==> config.mk <==
export PLATFORM = sky130hd
export DESIGN_NAME = first_fit_contiguous_allocator_unit_flat
export DESIGN_NICKNAME = d
export VERILOG_FILES = /design/src/hw/rtl/ffca_pkg.sv /design/src/hw/rtl/ffca_if.sv /design/src/hw/rtl/ffca_map_mem.sv /design/src/hw/rtl/ffca_word_scan.sv /design/src/hw/rtl/first_fit_contiguous_allocator_unit.sv /design/src/flat_wrapper.sv
export VERILOG_INCLUDE_DIRS = /design/src /design/src/hw/rtl
export SDC_FILE = /design/constraint.sdc
export NUM_CORES = 2
export LEC_CHECK = 0
export BUFFER_PORTS_ARGS = -buffer_cell sky130_fd_sc_hd__buf_2
export CORE_MARGIN = 3
export CORE_UTILIZATION = 40
export CTS_CLUSTER_SIZE = 8
export DETAILED_ROUTE_END_ITERATION = 6
export PLACE_DENSITY = 0.53
export SLEW_MARGIN = 20
export SYNTH_ARGS = -nofsm -noshare
export SYNTH_HDL_FRONTEND = slang
export SYNTH_SLANG_ARGS = --single-unit
==> constraint.sdc <==
create_clock -name i_clk -period 16.24 [get_ports i_clk]
set_input_delay 0 -clock i_clk [delete_from_list [all_inputs] [get_ports i_clk]]
set_output_delay 0 -clock i_clk [all_outputs]
set_load 0.03 [all_outputs]
==> src/hw/rtl/first_fit_contiguous_allocator_unit_defines.svh <==
// ----------------------------------------------------------------------------
// Allocator assertion macros
// Shared macros for the concurrent checks of the slot allocator.
// ----------------------------------------------------------------------------
`ifndef FIRST_FIT_CONTIGUOUS_ALLOCATOR_UNIT_DEFINES_SVH
`define FIRST_FIT_CONTIGUOUS_ALLOCATOR_UNIT_DEFINES_SVH

`ifndef ASSERT_OFF
`define FFCA_ASSERT(lbl, prop, msg) \
    lbl: assert property (@(posedge i_clk) disable iff (!i_rst_n) prop) else $error(msg);
`define FFCA_ASSERT_NEXT(lbl, ante, cons, msg) \
    lbl: assert property (@(posedge i_clk) disable iff (!i_rst_n) (ante) |=> (cons)) \
        else $error(msg);
`else
`define FFCA_ASSERT(lbl, prop, msg)
`define FFCA_ASSERT_NEXT(lbl, ante, cons, msg)
`endif

`endif

==> src/hw/rtl/ffca_pkg.sv <==
// ----------------------------------------------------------------------------
// Allocator package
// Sizes, codes and shared types of the first-fit slot allocator.
// ----------------------------------------------------------------------------
package ffca_pkg;

    localparam int SLOT_COUNT = 1024;
    localparam int SLOT_W     = $clog2(SLOT_COUNT);
    localparam int LEN_W      = 11;
    localparam int BASE_W     = 10;
    localparam int STATUS_W   = 2;
    localparam int SPAN_W     = LEN_W + 1;
    localparam int WORD_W     = 8;
    localparam int BIT_W      = $clog2(WORD_W);
    localparam int WORD_COUNT = SLOT_COUNT / WORD_W;
    localparam int WADDR_W    = $clog2(WORD_COUNT);
    localparam int RUN_W      = SLOT_W + 1;

    localparam logic OP_ALLOC = 1'b0;
    localparam logic OP_FREE  = 1'b1;

    localparam logic [STATUS_W-1:0] ST_OK     = 2'd0;
    localparam logic [STATUS_W-1:0] ST_NO_RUN = 2'd1;
    localparam logic [STATUS_W-1:0] ST_BAD    = 2'd2;

    typedef struct packed {
        logic [RUN_W-1:0]  run;
        logic [SLOT_W-1:0] start;
    } t_run_state;

    typedef struct packed {
        logic       found;
        t_run_state st;
    } t_scan_res;

endpackage

==> src/hw/rtl/ffca_if.sv <==
// ----------------------------------------------------------------------------
// Allocator channels
// Request and response channels with valid/ready handshake.
// ----------------------------------------------------------------------------
interface ffca_req_if;
    logic                        valid;
    logic                        ready;
    logic                        opcode;
    logic [ffca_pkg::LEN_W-1:0]  run_length;
    logic [ffca_pkg::BASE_W-1:0] free_base;

    modport source (output valid, output opcode, output run_length, output free_base,
                    input ready);
    modport sink (input valid, input opcode, input run_length, input free_base,
                  output ready);
endinterface

interface ffca_rsp_if;
    logic                          valid;
    logic                          ready;
    logic [ffca_pkg::BASE_W-1:0]   granted_base;
    logic [ffca_pkg::STATUS_W-1:0] status;

    modport source (output valid, output granted_base, output status, input ready);
    modport sink (input valid, input granted_base, input status, output ready);
endinterface

==> src/hw/rtl/ffca_map_mem.sv <==
// ----------------------------------------------------------------------------
// Occupancy map memory
// Word-wide used-bit store with one read and one write port and per-word
// valid bits, so that a word never written reads as all free.
// ----------------------------------------------------------------------------
module ffca_map_mem (
    input  logic                           i_clk,
    input  logic                           i_rst_n,
    input  logic                           i_rd_en,
    input  logic [ffca_pkg::WADDR_W-1:0]   i_rd_addr,
    output logic [ffca_pkg::WORD_W-1:0]    o_rd_data,
    input  logic                           i_wr_en,
    input  logic [ffca_pkg::WADDR_W-1:0]   i_wr_addr,
    input  logic [ffca_pkg::WORD_W-1:0]    i_wr_data
);

    logic [ffca_pkg::WORD_W-1:0]     r_mem [ffca_pkg::WORD_COUNT];
    logic [ffca_pkg::WORD_COUNT-1:0] r_vld;
    logic [ffca_pkg::WORD_W-1:0]     r_rd_word;
    logic                            r_rd_vld;

    always_ff @(posedge i_clk) begin
        if (i_wr_en) begin
            r_mem[i_wr_addr] <= i_wr_data;
        end
        if (i_rd_en) begin
            r_rd_word <= r_mem[i_rd_addr];
        end
    end

    always_ff @(posedge i_clk) begin
        if (!i_rst_n) begin
            r_vld    <= '0;
            r_rd_vld <= 1'b0;
        end else begin
            if (i_wr_en) begin
                r_vld[i_wr_addr] <= 1'b1;
            end
            if (i_rd_en) begin
                r_rd_vld <= r_vld[i_rd_addr];
            end
        end
    end

    assign o_rd_data = r_rd_vld ? r_rd_word : '0;

endmodule

==> src/hw/rtl/ffca_word_scan.sv <==
// ----------------------------------------------------------------------------
// Word run scanner
// Extends the current free run over one map word and reports the first
// point at which the run reaches the requested length.
// ----------------------------------------------------------------------------
module ffca_word_scan (
    input  logic [ffca_pkg::WORD_W-1:0]  i_word,
    input  logic [ffca_pkg::WADDR_W-1:0] i_word_addr,
    input  ffca_pkg::t_run_state         i_run,
    input  logic [ffca_pkg::LEN_W-1:0]   i_len,
    output ffca_pkg::t_scan_res          o_res
);

    localparam int RUN_W  = ffca_pkg::RUN_W;
    localparam int SPAN_W = ffca_pkg::SPAN_W;
    localparam int BIT_W  = ffca_pkg::BIT_W;

    always_comb begin
        logic                        found;
        logic [RUN_W-1:0]            run;
        logic [ffca_pkg::SLOT_W-1:0] start;
        logic [ffca_pkg::SLOT_W-1:0] slot;
        found = 1'b0;
        run   = i_run.run;
        start = i_run.start;
        slot  = '0;
        for (int j = 0; j < ffca_pkg::WORD_W; j++) begin
            slot = {i_word_addr, BIT_W'(j)};
            if (!found) begin
                if (!i_word[j]) begin
                    if (run == '0) begin
                        start = slot;
                    end
                    run = run + RUN_W'(1);
                    if (SPAN_W'(run) == SPAN_W'(i_len)) begin
                        found = 1'b1;
                    end
                end else begin
                    run = '0;
                end
            end
        end
        o_res.found    = found;
        o_res.st.run   = run;
        o_res.st.start = start;
    end

endmodule

==> src/hw/rtl/first_fit_contiguous_allocator_unit.sv <==
// ----------------------------------------------------------------------------
// First-fit contiguous allocator
// Allocates and frees runs of consecutive slots in a 1024-slot occupancy map.
// ----------------------------------------------------------------------------
// The map is held as 128 words of 8 slots in a memory with one read and one
// write port, and every request that reaches the map walks it one word per
// cycle. An allocate request scans from word 0 (at most 128 words) until a
// free run of the requested length is complete, then rewrites the words the
// run covers; a free request rewrites only the words its range covers, and a
// zero-length or rejected request does not touch the map. One request is in
// work at a time; a finished response waits in an output register without
// holding the next request, but a further result waits in S_DONE until the
// register has been taken.
module first_fit_contiguous_allocator_unit (
    input  logic       i_clk,
    input  logic       i_rst_n,
    ffca_req_if.sink   i_req,
    ffca_rsp_if.source o_rsp
);

`include "first_fit_contiguous_allocator_unit_defines.svh"

    localparam int SLOT_W  = ffca_pkg::SLOT_W;
    localparam int LEN_W   = ffca_pkg::LEN_W;
    localparam int BASE_W  = ffca_pkg::BASE_W;
    localparam int SPAN_W  = ffca_pkg::SPAN_W;
    localparam int WORD_W  = ffca_pkg::WORD_W;
    localparam int BIT_W   = ffca_pkg::BIT_W;
    localparam int WADDR_W = ffca_pkg::WADDR_W;
    localparam int RUN_W   = ffca_pkg::RUN_W;

    localparam logic [1:0] S_IDLE  = 2'd0;
    localparam logic [1:0] S_SCAN  = 2'd1;
    localparam logic [1:0] S_APPLY = 2'd2;
    localparam logic [1:0] S_DONE  = 2'd3;

    localparam logic [WADDR_W-1:0] LAST_WORD = WADDR_W'(ffca_pkg::WORD_COUNT - 1);

    logic [1:0]                    r_state, n_state;
    logic                          r_set, n_set;
    logic [LEN_W-1:0]              r_len, n_len;
    logic [SPAN_W-1:0]             r_lo, n_lo;
    logic [SPAN_W-1:0]             r_hi, n_hi;
    logic [WADDR_W-1:0]            r_rd_addr, n_rd_addr;
    logic [WADDR_W-1:0]            r_last, n_last;
    logic                          r_issue, n_issue;
    logic                          r_pend, n_pend;
    logic [WADDR_W-1:0]            r_proc_addr, n_proc_addr;
    ffca_pkg::t_run_state          r_run, n_run;
    logic [BASE_W-1:0]             r_res_base, n_res_base;
    logic [ffca_pkg::STATUS_W-1:0] r_res_status, n_res_status;
    logic                          r_rsp_valid, n_rsp_valid;
    logic [BASE_W-1:0]             r_rsp_base, n_rsp_base;
    logic [ffca_pkg::STATUS_W-1:0] r_rsp_status, n_rsp_status;

    logic                  w_rd_en;
    logic [WORD_W-1:0]     w_rd_data;
    logic                  w_wr_en;
    logic [WORD_W-1:0]     w_wr_data;
    logic [WORD_W-1:0]     w_mask;
    logic                  w_accept;
    logic [SPAN_W-1:0]     w_free_sum;
    logic [SPAN_W-1:0]     w_free_last;
    logic [SPAN_W-1:0]     w_alloc_lo;
    logic [SPAN_W-1:0]     w_alloc_hi;
    logic [SPAN_W-1:0]     w_alloc_last;
    ffca_pkg::t_scan_res   w_scan;

    ffca_map_mem u_map_mem (
        .i_clk     (i_clk),
        .i_rst_n   (i_rst_n),
        .i_rd_en   (w_rd_en),
        .i_rd_addr (r_rd_addr),
        .o_rd_data (w_rd_data),
        .i_wr_en   (w_wr_en),
        .i_wr_addr (r_proc_addr),
        .i_wr_data (w_wr_data)
    );

    ffca_word_scan u_word_scan (
        .i_word      (w_rd_data),
        .i_word_addr (r_proc_addr),
        .i_run       (r_run),
        .i_len       (r_len),
        .o_res       (w_scan)
    );

    always_comb begin
        logic [SPAN_W-1:0] slot;
        slot = '0;
        for (int j = 0; j < WORD_W; j++) begin
            slot      = SPAN_W'({r_proc_addr, BIT_W'(j)});
            w_mask[j] = (slot >= r_lo) && (slot < r_hi);
        end
    end

    assign w_wr_data    = r_set ? (w_rd_data | w_mask) : (w_rd_data & ~w_mask);
    assign w_accept     = i_req.valid && i_req.ready;
    assign w_free_sum   = SPAN_W'(i_req.free_base) + SPAN_W'(i_req.run_length);
    assign w_free_last  = w_free_sum - SPAN_W'(1);
    assign w_alloc_lo   = SPAN_W'(w_scan.st.start);
    assign w_alloc_hi   = w_alloc_lo + SPAN_W'(r_len);
    assign w_alloc_last = w_alloc_hi - SPAN_W'(1);
    assign w_rd_en      = ((r_state == S_SCAN) || (r_state == S_APPLY)) && r_issue;

    always_comb begin
        n_state      = r_state;
        n_set        = r_set;
        n_len        = r_len;
        n_lo         = r_lo;
        n_hi         = r_hi;
        n_rd_addr    = r_rd_addr;
        n_last       = r_last;
        n_issue      = r_issue;
        n_pend       = w_rd_en;
        n_proc_addr  = r_rd_addr;
        n_run        = r_run;
        n_res_base   = r_res_base;
        n_res_status = r_res_status;
        n_rsp_valid  = r_rsp_valid;
        n_rsp_base   = r_rsp_base;
        n_rsp_status = r_rsp_status;
        w_wr_en      = 1'b0;

        if (w_rd_en) begin
            if (r_rd_addr == r_last) begin
                n_issue = 1'b0;
            end else begin
                n_rd_addr = r_rd_addr + WADDR_W'(1);
            end
        end

        if (o_rsp.valid && o_rsp.ready) begin
            n_rsp_valid = 1'b0;
        end

        case (r_state)
            S_IDLE: begin
                if (w_accept) begin
                    n_len        = i_req.run_length;
                    n_set        = (i_req.opcode == ffca_pkg::OP_ALLOC);
                    n_run        = '0;
                    n_pend       = 1'b0;
                    n_res_base   = '0;
                    n_res_status = ffca_pkg::ST_OK;
                    if (i_req.opcode == ffca_pkg::OP_FREE) begin
                        if (w_free_sum > SPAN_W'(ffca_pkg::SLOT_COUNT)) begin
                            n_res_status = ffca_pkg::ST_BAD;
                            n_state      = S_DONE;
                        end else if (i_req.run_length == '0) begin
                            n_state = S_DONE;
                        end else begin
                            n_lo      = SPAN_W'(i_req.free_base);
                            n_hi      = w_free_sum;
                            n_rd_addr = n_lo[SLOT_W-1:BIT_W];
                            n_last    = w_free_last[SLOT_W-1:BIT_W];
                            n_issue   = 1'b1;
                            n_state   = S_APPLY;
                        end
                    end else if (i_req.run_length == '0) begin
                        n_res_status = ffca_pkg::ST_BAD;
                        n_state      = S_DONE;
                    end else begin
                        n_rd_addr = '0;
                        n_last    = LAST_WORD;
                        n_issue   = 1'b1;
                        n_state   = S_SCAN;
                    end
                end
            end
            S_SCAN: begin
                if (r_pend) begin
                    if (w_scan.found) begin
                        n_lo         = w_alloc_lo;
                        n_hi         = w_alloc_hi;
                        n_rd_addr    = w_alloc_lo[SLOT_W-1:BIT_W];
                        n_last       = w_alloc_last[SLOT_W-1:BIT_W];
                        n_issue      = 1'b1;
                        n_pend       = 1'b0;
                        n_res_base   = BASE_W'(w_scan.st.start);
                        n_res_status = ffca_pkg::ST_OK;
                        n_state      = S_APPLY;
                    end else if (r_proc_addr == LAST_WORD) begin
                        n_res_status = ffca_pkg::ST_NO_RUN;
                        n_issue      = 1'b0;
                        n_pend       = 1'b0;
                        n_state      = S_DONE;
                    end else begin
                        n_run = w_scan.st;
                    end
                end
            end
            S_APPLY: begin
                if (r_pend) begin
                    w_wr_en = 1'b1;
                    if (r_proc_addr == r_last) begin
                        n_state = S_DONE;
                    end
                end
            end
            S_DONE: begin
                if (!r_rsp_valid || o_rsp.ready) begin
                    n_rsp_valid  = 1'b1;
                    n_rsp_base   = r_res_base;
                    n_rsp_status = r_res_status;
                    n_state      = S_IDLE;
                end
            end
            default: begin
                n_state = S_IDLE;
            end
        endcase
    end

    always_ff @(posedge i_clk) begin
        if (!i_rst_n) begin
            r_state     <= S_IDLE;
            r_issue     <= 1'b0;
            r_pend      <= 1'b0;
            r_rsp_valid <= 1'b0;
        end else begin
            r_state     <= n_state;
            r_issue     <= n_issue;
            r_pend      <= n_pend;
            r_rsp_valid <= n_rsp_valid;
        end
    end

    always_ff @(posedge i_clk) begin
        r_set        <= n_set;
        r_len        <= n_len;
        r_lo         <= n_lo;
        r_hi         <= n_hi;
        r_rd_addr    <= n_rd_addr;
        r_last       <= n_last;
        r_proc_addr  <= n_proc_addr;
        r_run        <= n_run;
        r_res_base   <= n_res_base;
        r_res_status <= n_res_status;
        r_rsp_base   <= n_rsp_base;
        r_rsp_status <= n_rsp_status;
    end

    assign i_req.ready        = (r_state == S_IDLE);
    assign o_rsp.valid        = r_rsp_valid;
    assign o_rsp.granted_base = r_rsp_base;
    assign o_rsp.status       = r_rsp_status;

    `FFCA_ASSERT(a_apply_range, (r_state == S_APPLY) |-> (r_lo < r_hi), "Empty update range.")
    `FFCA_ASSERT(a_fail_base, (o_rsp.valid && o_rsp.status != ffca_pkg::ST_OK) |-> (o_rsp.granted_base == '0), "Failed response carries a base.")
    `FFCA_ASSERT_NEXT(a_accept_busy, i_req.valid && i_req.ready, r_state != S_IDLE, "Request accepted without work.")
    `FFCA_ASSERT(a_run_bound, (r_state == S_SCAN) |-> (r_run.run <= RUN_W'(ffca_pkg::SLOT_COUNT)), "Free run longer than the map.")

endmodule

==> src/flat_wrapper.sv <==
// flat-port wrapper written by rule: the top's interface ports become plain ports
module first_fit_contiguous_allocator_unit_flat 
  (i_clk, i_rst_n, i_req_valid, i_req_opcode, i_req_run_length, i_req_free_base, i_req_ready, o_rsp_valid, o_rsp_granted_base, o_rsp_status, o_rsp_ready);
  ffca_req_if i_req_i ();
  ffca_rsp_if o_rsp_i ();
  input  logic i_clk;
  input  logic i_rst_n;
  input wire logic [$bits(i_req_i.valid)-1:0] i_req_valid;
  input wire logic [$bits(i_req_i.opcode)-1:0] i_req_opcode;
  input wire logic [$bits(i_req_i.run_length)-1:0] i_req_run_length;
  input wire logic [$bits(i_req_i.free_base)-1:0] i_req_free_base;
  output wire logic [$bits(i_req_i.ready)-1:0] i_req_ready;
  output wire logic [$bits(o_rsp_i.valid)-1:0] o_rsp_valid;
  output wire logic [$bits(o_rsp_i.granted_base)-1:0] o_rsp_granted_base;
  output wire logic [$bits(o_rsp_i.status)-1:0] o_rsp_status;
  input wire logic [$bits(o_rsp_i.ready)-1:0] o_rsp_ready;
  assign i_req_i.valid = i_req_valid;
  assign i_req_i.opcode = i_req_opcode;
  assign i_req_i.run_length = i_req_run_length;
  assign i_req_i.free_base = i_req_free_base;
  assign i_req_ready = i_req_i.ready;
  assign o_rsp_valid = o_rsp_i.valid;
  assign o_rsp_granted_base = o_rsp_i.granted_base;
  assign o_rsp_status = o_rsp_i.status;
  assign o_rsp_i.ready = o_rsp_ready;
  first_fit_contiguous_allocator_unit u_core (.i_clk(i_clk), .i_rst_n(i_rst_n), .i_req(i_req_i), .o_rsp(o_rsp_i));
endmodule
==> impl_table.tex <==
\begin{tabular}{lr}
\hline
Metric & Value \\
\hline
\multicolumn{2}{l}{\textbf{Outcome}} \\
Result of the run & finished, final reports clean \\
\multicolumn{2}{l}{\textbf{Synthesis}} \\
Area share of the largest cell type after synthesis & a little under three fifths \\
Library cells used by synthesis & between 100 and 150 \\
Compound-Gate Fraction of Synth Area & a little under 9\% \\
Number of synthesized flops with an enable pin & around 1,100 \\
Flops \& latches, synth & 1,266 \\
Average cell area after synthesis & 15.5 um2 \\
Basic-gate share of the synthesized area counting and, or, nand and nor cells & about 7.7\% \\
Post-synthesis net count & 3,883 \\
Sequential cell area fraction in the yosys report & 62.1\% \\
Mux cell area share after synthesis & around 16\% \\
Post-synth ARST share & 0\% \\
Yosys warning count & 0 \\
Most common flop cell mapped by yosys & edfxtp\_1 \\
Area leader, netlist & edfxtp\_1 \\
Leading post-synthesis cells by cell area & edfxtp\_1, mux4\_2, dfxtp\_1 \\
Combinational family with the most area after synthesis & multiplexers \\
Cells after synthesis & 3,798 \\
Post-synthesis share of cell area spent on full adders, half adders and majority gates & roughly 1.3\% \\
Cell area after technology mapping & about 60,000 um2 \\
Xor-xnor portion of the synthesized cell area & between 2 and 2.5\% \\
\multicolumn{2}{l}{\textbf{Global routing}} \\
Initial antenna violation count & 4 \\
Global routing usage on met1 & 31.8\% \\
Remaining global-route overflow & 0 \\
Overall global routing resource usage & 21.8\% \\
Met3 layer usage reported by global route & roughly 3.6\% \\
Number of global-route vias before repair & between 30,000 and 40,000 \\
Gr busiest metal & met2 \\
Wire length of the first global-routing pass & between 200,000 and 250,000 um \\
Met2 demand-to-capacity share in global routing & 34.0\% \\
Largest net degree at the start of global routing & 100 \\
\multicolumn{2}{l}{\textbf{CTS}} \\
Clock tree from TritonCTS & built \\
Maximum buffer depth of the clock tree & 3 \\
Clk Latency, worst-skew pair & 0.80 ns \\
Worst-path clk slew & 0.06 ns \\
Post-cts hold buffer count & 35 \\
Clock sink total & $\sim$1,300 \\
Number of clock buffers inserted by TritonCTS & 176 \\
Buffer type at the clock tree root & clkbuf\_16 \\
Post-cts sizing count & 0 \\
Setup Fix Bufs, Post-CTS & 0 \\
CTS H-tree lvls & 4 \\
\multicolumn{2}{l}{\textbf{Place}} \\
Placer's final routability congestion estimate & approximately 0.9 \\
Total of buffers placed on input and output ports & 39 \\
Detailed placement HPWL & approximately 110,000 um \\
Total instance count after detailed placement & 5,601 \\
\multicolumn{2}{l}{\textbf{Cells and area}} \\
Most common library cell in the layout ignoring fill and taps & edfxtp\_1 \\
Share of final-layout standard cells stronger than drive strength 1 & 20.1\% \\
Most frequent cells in the layout & edfxtp\_1, mux4\_2, nor2\_1 \\
Antenna diodes & 0 \\
Final-stage net count & 3,983 \\
Count of fill cells added during filler insertion & between 10,000 and 15,000 \\
Area growth from synthesis to layout & 13.5\% \\
Final non-filler cell total & 5,968 \\
\multicolumn{2}{l}{\textbf{Routing}} \\
Per-cell routed wire length & 27.9 um \\
Total via count after detailed routing & between 30,000 and 40,000 \\
Detail Route Antenna Nets & 0 \\
Routed Wire Length & approximately 170,000 um \\
Ratio of routed vias to standard cells & 5.95 \\
Number of design rule violations left after detail routing & 0 \\
Starting DRT DRC Count & between 3,000 and 4,000 \\
DR pass1 iterations & 6 \\
\multicolumn{2}{l}{\textbf{Die}} \\
Row cnt & 140 \\
Die height & around 400 um \\
Floorplan die width & between 300 and 400 um \\
I/O pins & 40 \\
Core Region & around 150,000 um2 \\
Starting density of the core & roughly 40\% \\
Total Die Area & 152,000 um2 \\
\multicolumn{2}{l}{\textbf{Min path}} \\
Worst min-delay path endpoint & u\_core.r\_len[10] \\
Hold Path Stages & 2 \\
Worst Hold Launch & i\_req\_run\_length[10] \\
Class of the tightest hold or removal check & input port to flip-flop \\
\multicolumn{2}{l}{\textbf{STA}} \\
Max Fclk & approximately 71 MHz \\
Final-report setup violation count & 0 \\
Period minus WS final & around 14 ns \\
Post-route setup TNS & 0 ns \\
Transition time at the pin with the least slew margin & $\sim$1.1 ns \\
Setup repair after global routing missed its margin & false \\
Slew HR & 26.5\% \\
Final-report hold violation count & 0 \\
Period utilization & 86.8\% \\
Worst Clk Skew & approximately 0.055 ns \\
Slew Limit Fails & 0 \\
\multicolumn{2}{l}{\textbf{Worst setup path}} \\
Largest stage delay on the critical path & between 0.8 and 0.9 ns \\
Depth of the worst register-to-register path & 39 \\
R2r startpoint & u\_core.r\_run[10] \\
Worst reg2reg path endpoint & u\_core.r\_last[6] \\
Critical Path Most Common Cell & or3\_1 \\
CP startpoint kind & flip-flop \\
Slack of the worst reg-to-reg path & $\sim$2.1 ns \\
Endpoint kind of the worst setup timing path & flip-flop \\
Class of the most critical setup path & flip-flop to flip-flop \\
Highest-delay cell along the critical path & a221oi\_1 \\
Data required time of the worst path & between 15 and 20 ns \\
Largest fanout on the critical path & 20 \\
Endpoint arrival time on the critical path & 14.56 ns \\
\multicolumn{2}{l}{\textbf{Pwr}} \\
Power density over the cells & 214 nW/um2 \\
IR drop worst, VDD & 0.158 mV \\
Lkg Pwr & 0.0218 uW \\
\multicolumn{2}{l}{\textbf{Job}} \\
Total of max-cap violations & 0 \\
\hline
\end{tabular}
layout make-up:
cell class | instances | area [um2] | area share, %
Clock buffer | 315 | 4930 | 7.38
Inverter | 73 | 274 | 0.410
Sequential cell | 1266 | 36600 | 54.8
Tap cell | 1917 | 2400 | 3.59
Timing Repair Buffer | 148 | 1120 | 1.68
Multi-Input combinational cell | 2233 | 21200 | 31.7
Clock inverter | 16 | 325 | 0.487
how the worst max path moves through the flow:
stage | slack [ns] | cells after the start | start | to
floorplan | 3.31 | 57 | u_core.r_run[11] | u_core.r_last[6]
global placement | 2.51 | 46 | u_core.r_run[10] | u_core.r_last[6]
detailed placement | 2.32 | 39 | u_core.r_run[10] | u_core.r_last[6]
CTS | 2.23 | 39 | u_core.r_run[10] | u_core.r_last[6]
global route | 1.02 | 44 | u_core.r_run[10] | u_core.r_last[6]
finish | 2.15 | 39 | u_core.r_run[10] | u_core.r_last[6]
routing by layer:
| metal | share of wire, % | routed length, um | vias to the layer above |
|---|---|---|---|
| met5 | 0 | 0 | - |
| met4 | 1.9 | 3130 | 0 |
| met3 | 6.1 | 10100 | 206 |
| met2 | 47 | 77700 | 1248 |
| met1 | 45 | 75500 | 18500 |
| li1 | - | - | 15600 |
through the flow:
step | hold slack (ns) | cell area [um2] | total power [uW] | setup slack, ns | util, %
2_1_floorplan | 0.0989 | 58800 | 8900 | 3.31 | -
3_3_place_gp | 0.226 | 61100 | 10900 | 2.51 | 41.9
3_5_place_dp | 0.228 | 61100 | 10800 | 2.32 | 41.9
4_1_cts | 0.0178 | 66700 | 14300 | 2.23 | 45.7
5_1_grt | 0.0754 | 66800 | 15000 | 1.02 | 45.7
6_report | 0.0730 | 66800 | 14300 | 2.15 | 45.7
Yosys cell counts, types with 18 or more instances:
master	instances
and2_1	36
o22ai_1	19
nor4_1	26
a21oi_1	106
ha_1	57
or3_1	26
buf_1	33
o211ai_1	25
nand3_1	85
mux2i_1	31
inv_1	71
nand2b_1	18
xnor2_1	91
nor2_1	293
dfxtp_1	148
o21ai_0	85
clkbuf_1	152
o21a_1	147
nand2_1	141
mux4_2	378
a21o_1	37
a31oi_1	25
edfxtp_1	1118
xor2_1	34
nand4_1	45
buf_2	29
nor3_1	69
a211oi_1	26
mux2_2	31
and3_1	29
flip-flops by register name, summed over array words and instances (netlist names):
| register | count |
|---|---|
| u_core.u_map_mem.r_mem | 1024 |
| u_core.u_map_mem.r_vld | 128 |
| u_core.r_run | 21 |
| u_core.r_hi | 12 |
| u_core.r_len | 11 |
| u_core.o_rsp.granted_base | 10 |
| u_core.r_lo | 10 |
| u_core.r_res_base | 10 |
| u_core.u_map_mem.r_rd_word | 8 |
| u_core.n_proc_addr | 7 |
| u_core.r_last | 7 |
| u_core.r_proc_addr | 7 |
| u_core.o_rsp.status | 2 |
| u_core.r_res_status | 2 |
| u_core.r_state | 2 |
| u_core.o_rsp.valid | 1 |
| u_core.r_issue | 1 |
| u_core.r_pend | 1 |
| u_core.r_set | 1 |
| u_core.u_map_mem.r_rd_vld | 1 |
power by group:
group | internal (uW) | total (uW) | switching [uW] | leakage (uW)
Sequential | 4070 | 4280 | 206 | 0.0115
Combinational | 2480 | 6560 | 4080 | 0.00782
Clock | 2050 | 3450 | 1390 | 0.00247
critical path: cells and delay by family (launching register included):
| kind | cells | cell delay [ns] |
|---|---|---|
| AND/OR/NAND/NOR | 19 | 7.34 |
| AO/OA/AOI/OAI | 11 | 3.34 |
| adder cells (fa/ha/maj) | 4 | 1.35 |
| flip-flops | 1 | 0.59 |
| multiplexers | 1 | 0.54 |
| XOR/XNOR | 3 | 0.49 |
| buffers and inverters | 1 | 0.10 |
cell families after synthesis:
| kind of cell | after synthesis |
|---|---|
| flip-flops | 1266 |
| AND/OR/NAND/NOR | 881 |
| multiplexers | 444 |
| AO/OA/AOI/OAI | 711 |
| adder cells (fa/ha/maj) | 59 |
| buffers and inverters | 299 |
| XOR/XNOR | 138 |
Power figures use the tool's default switching activity.
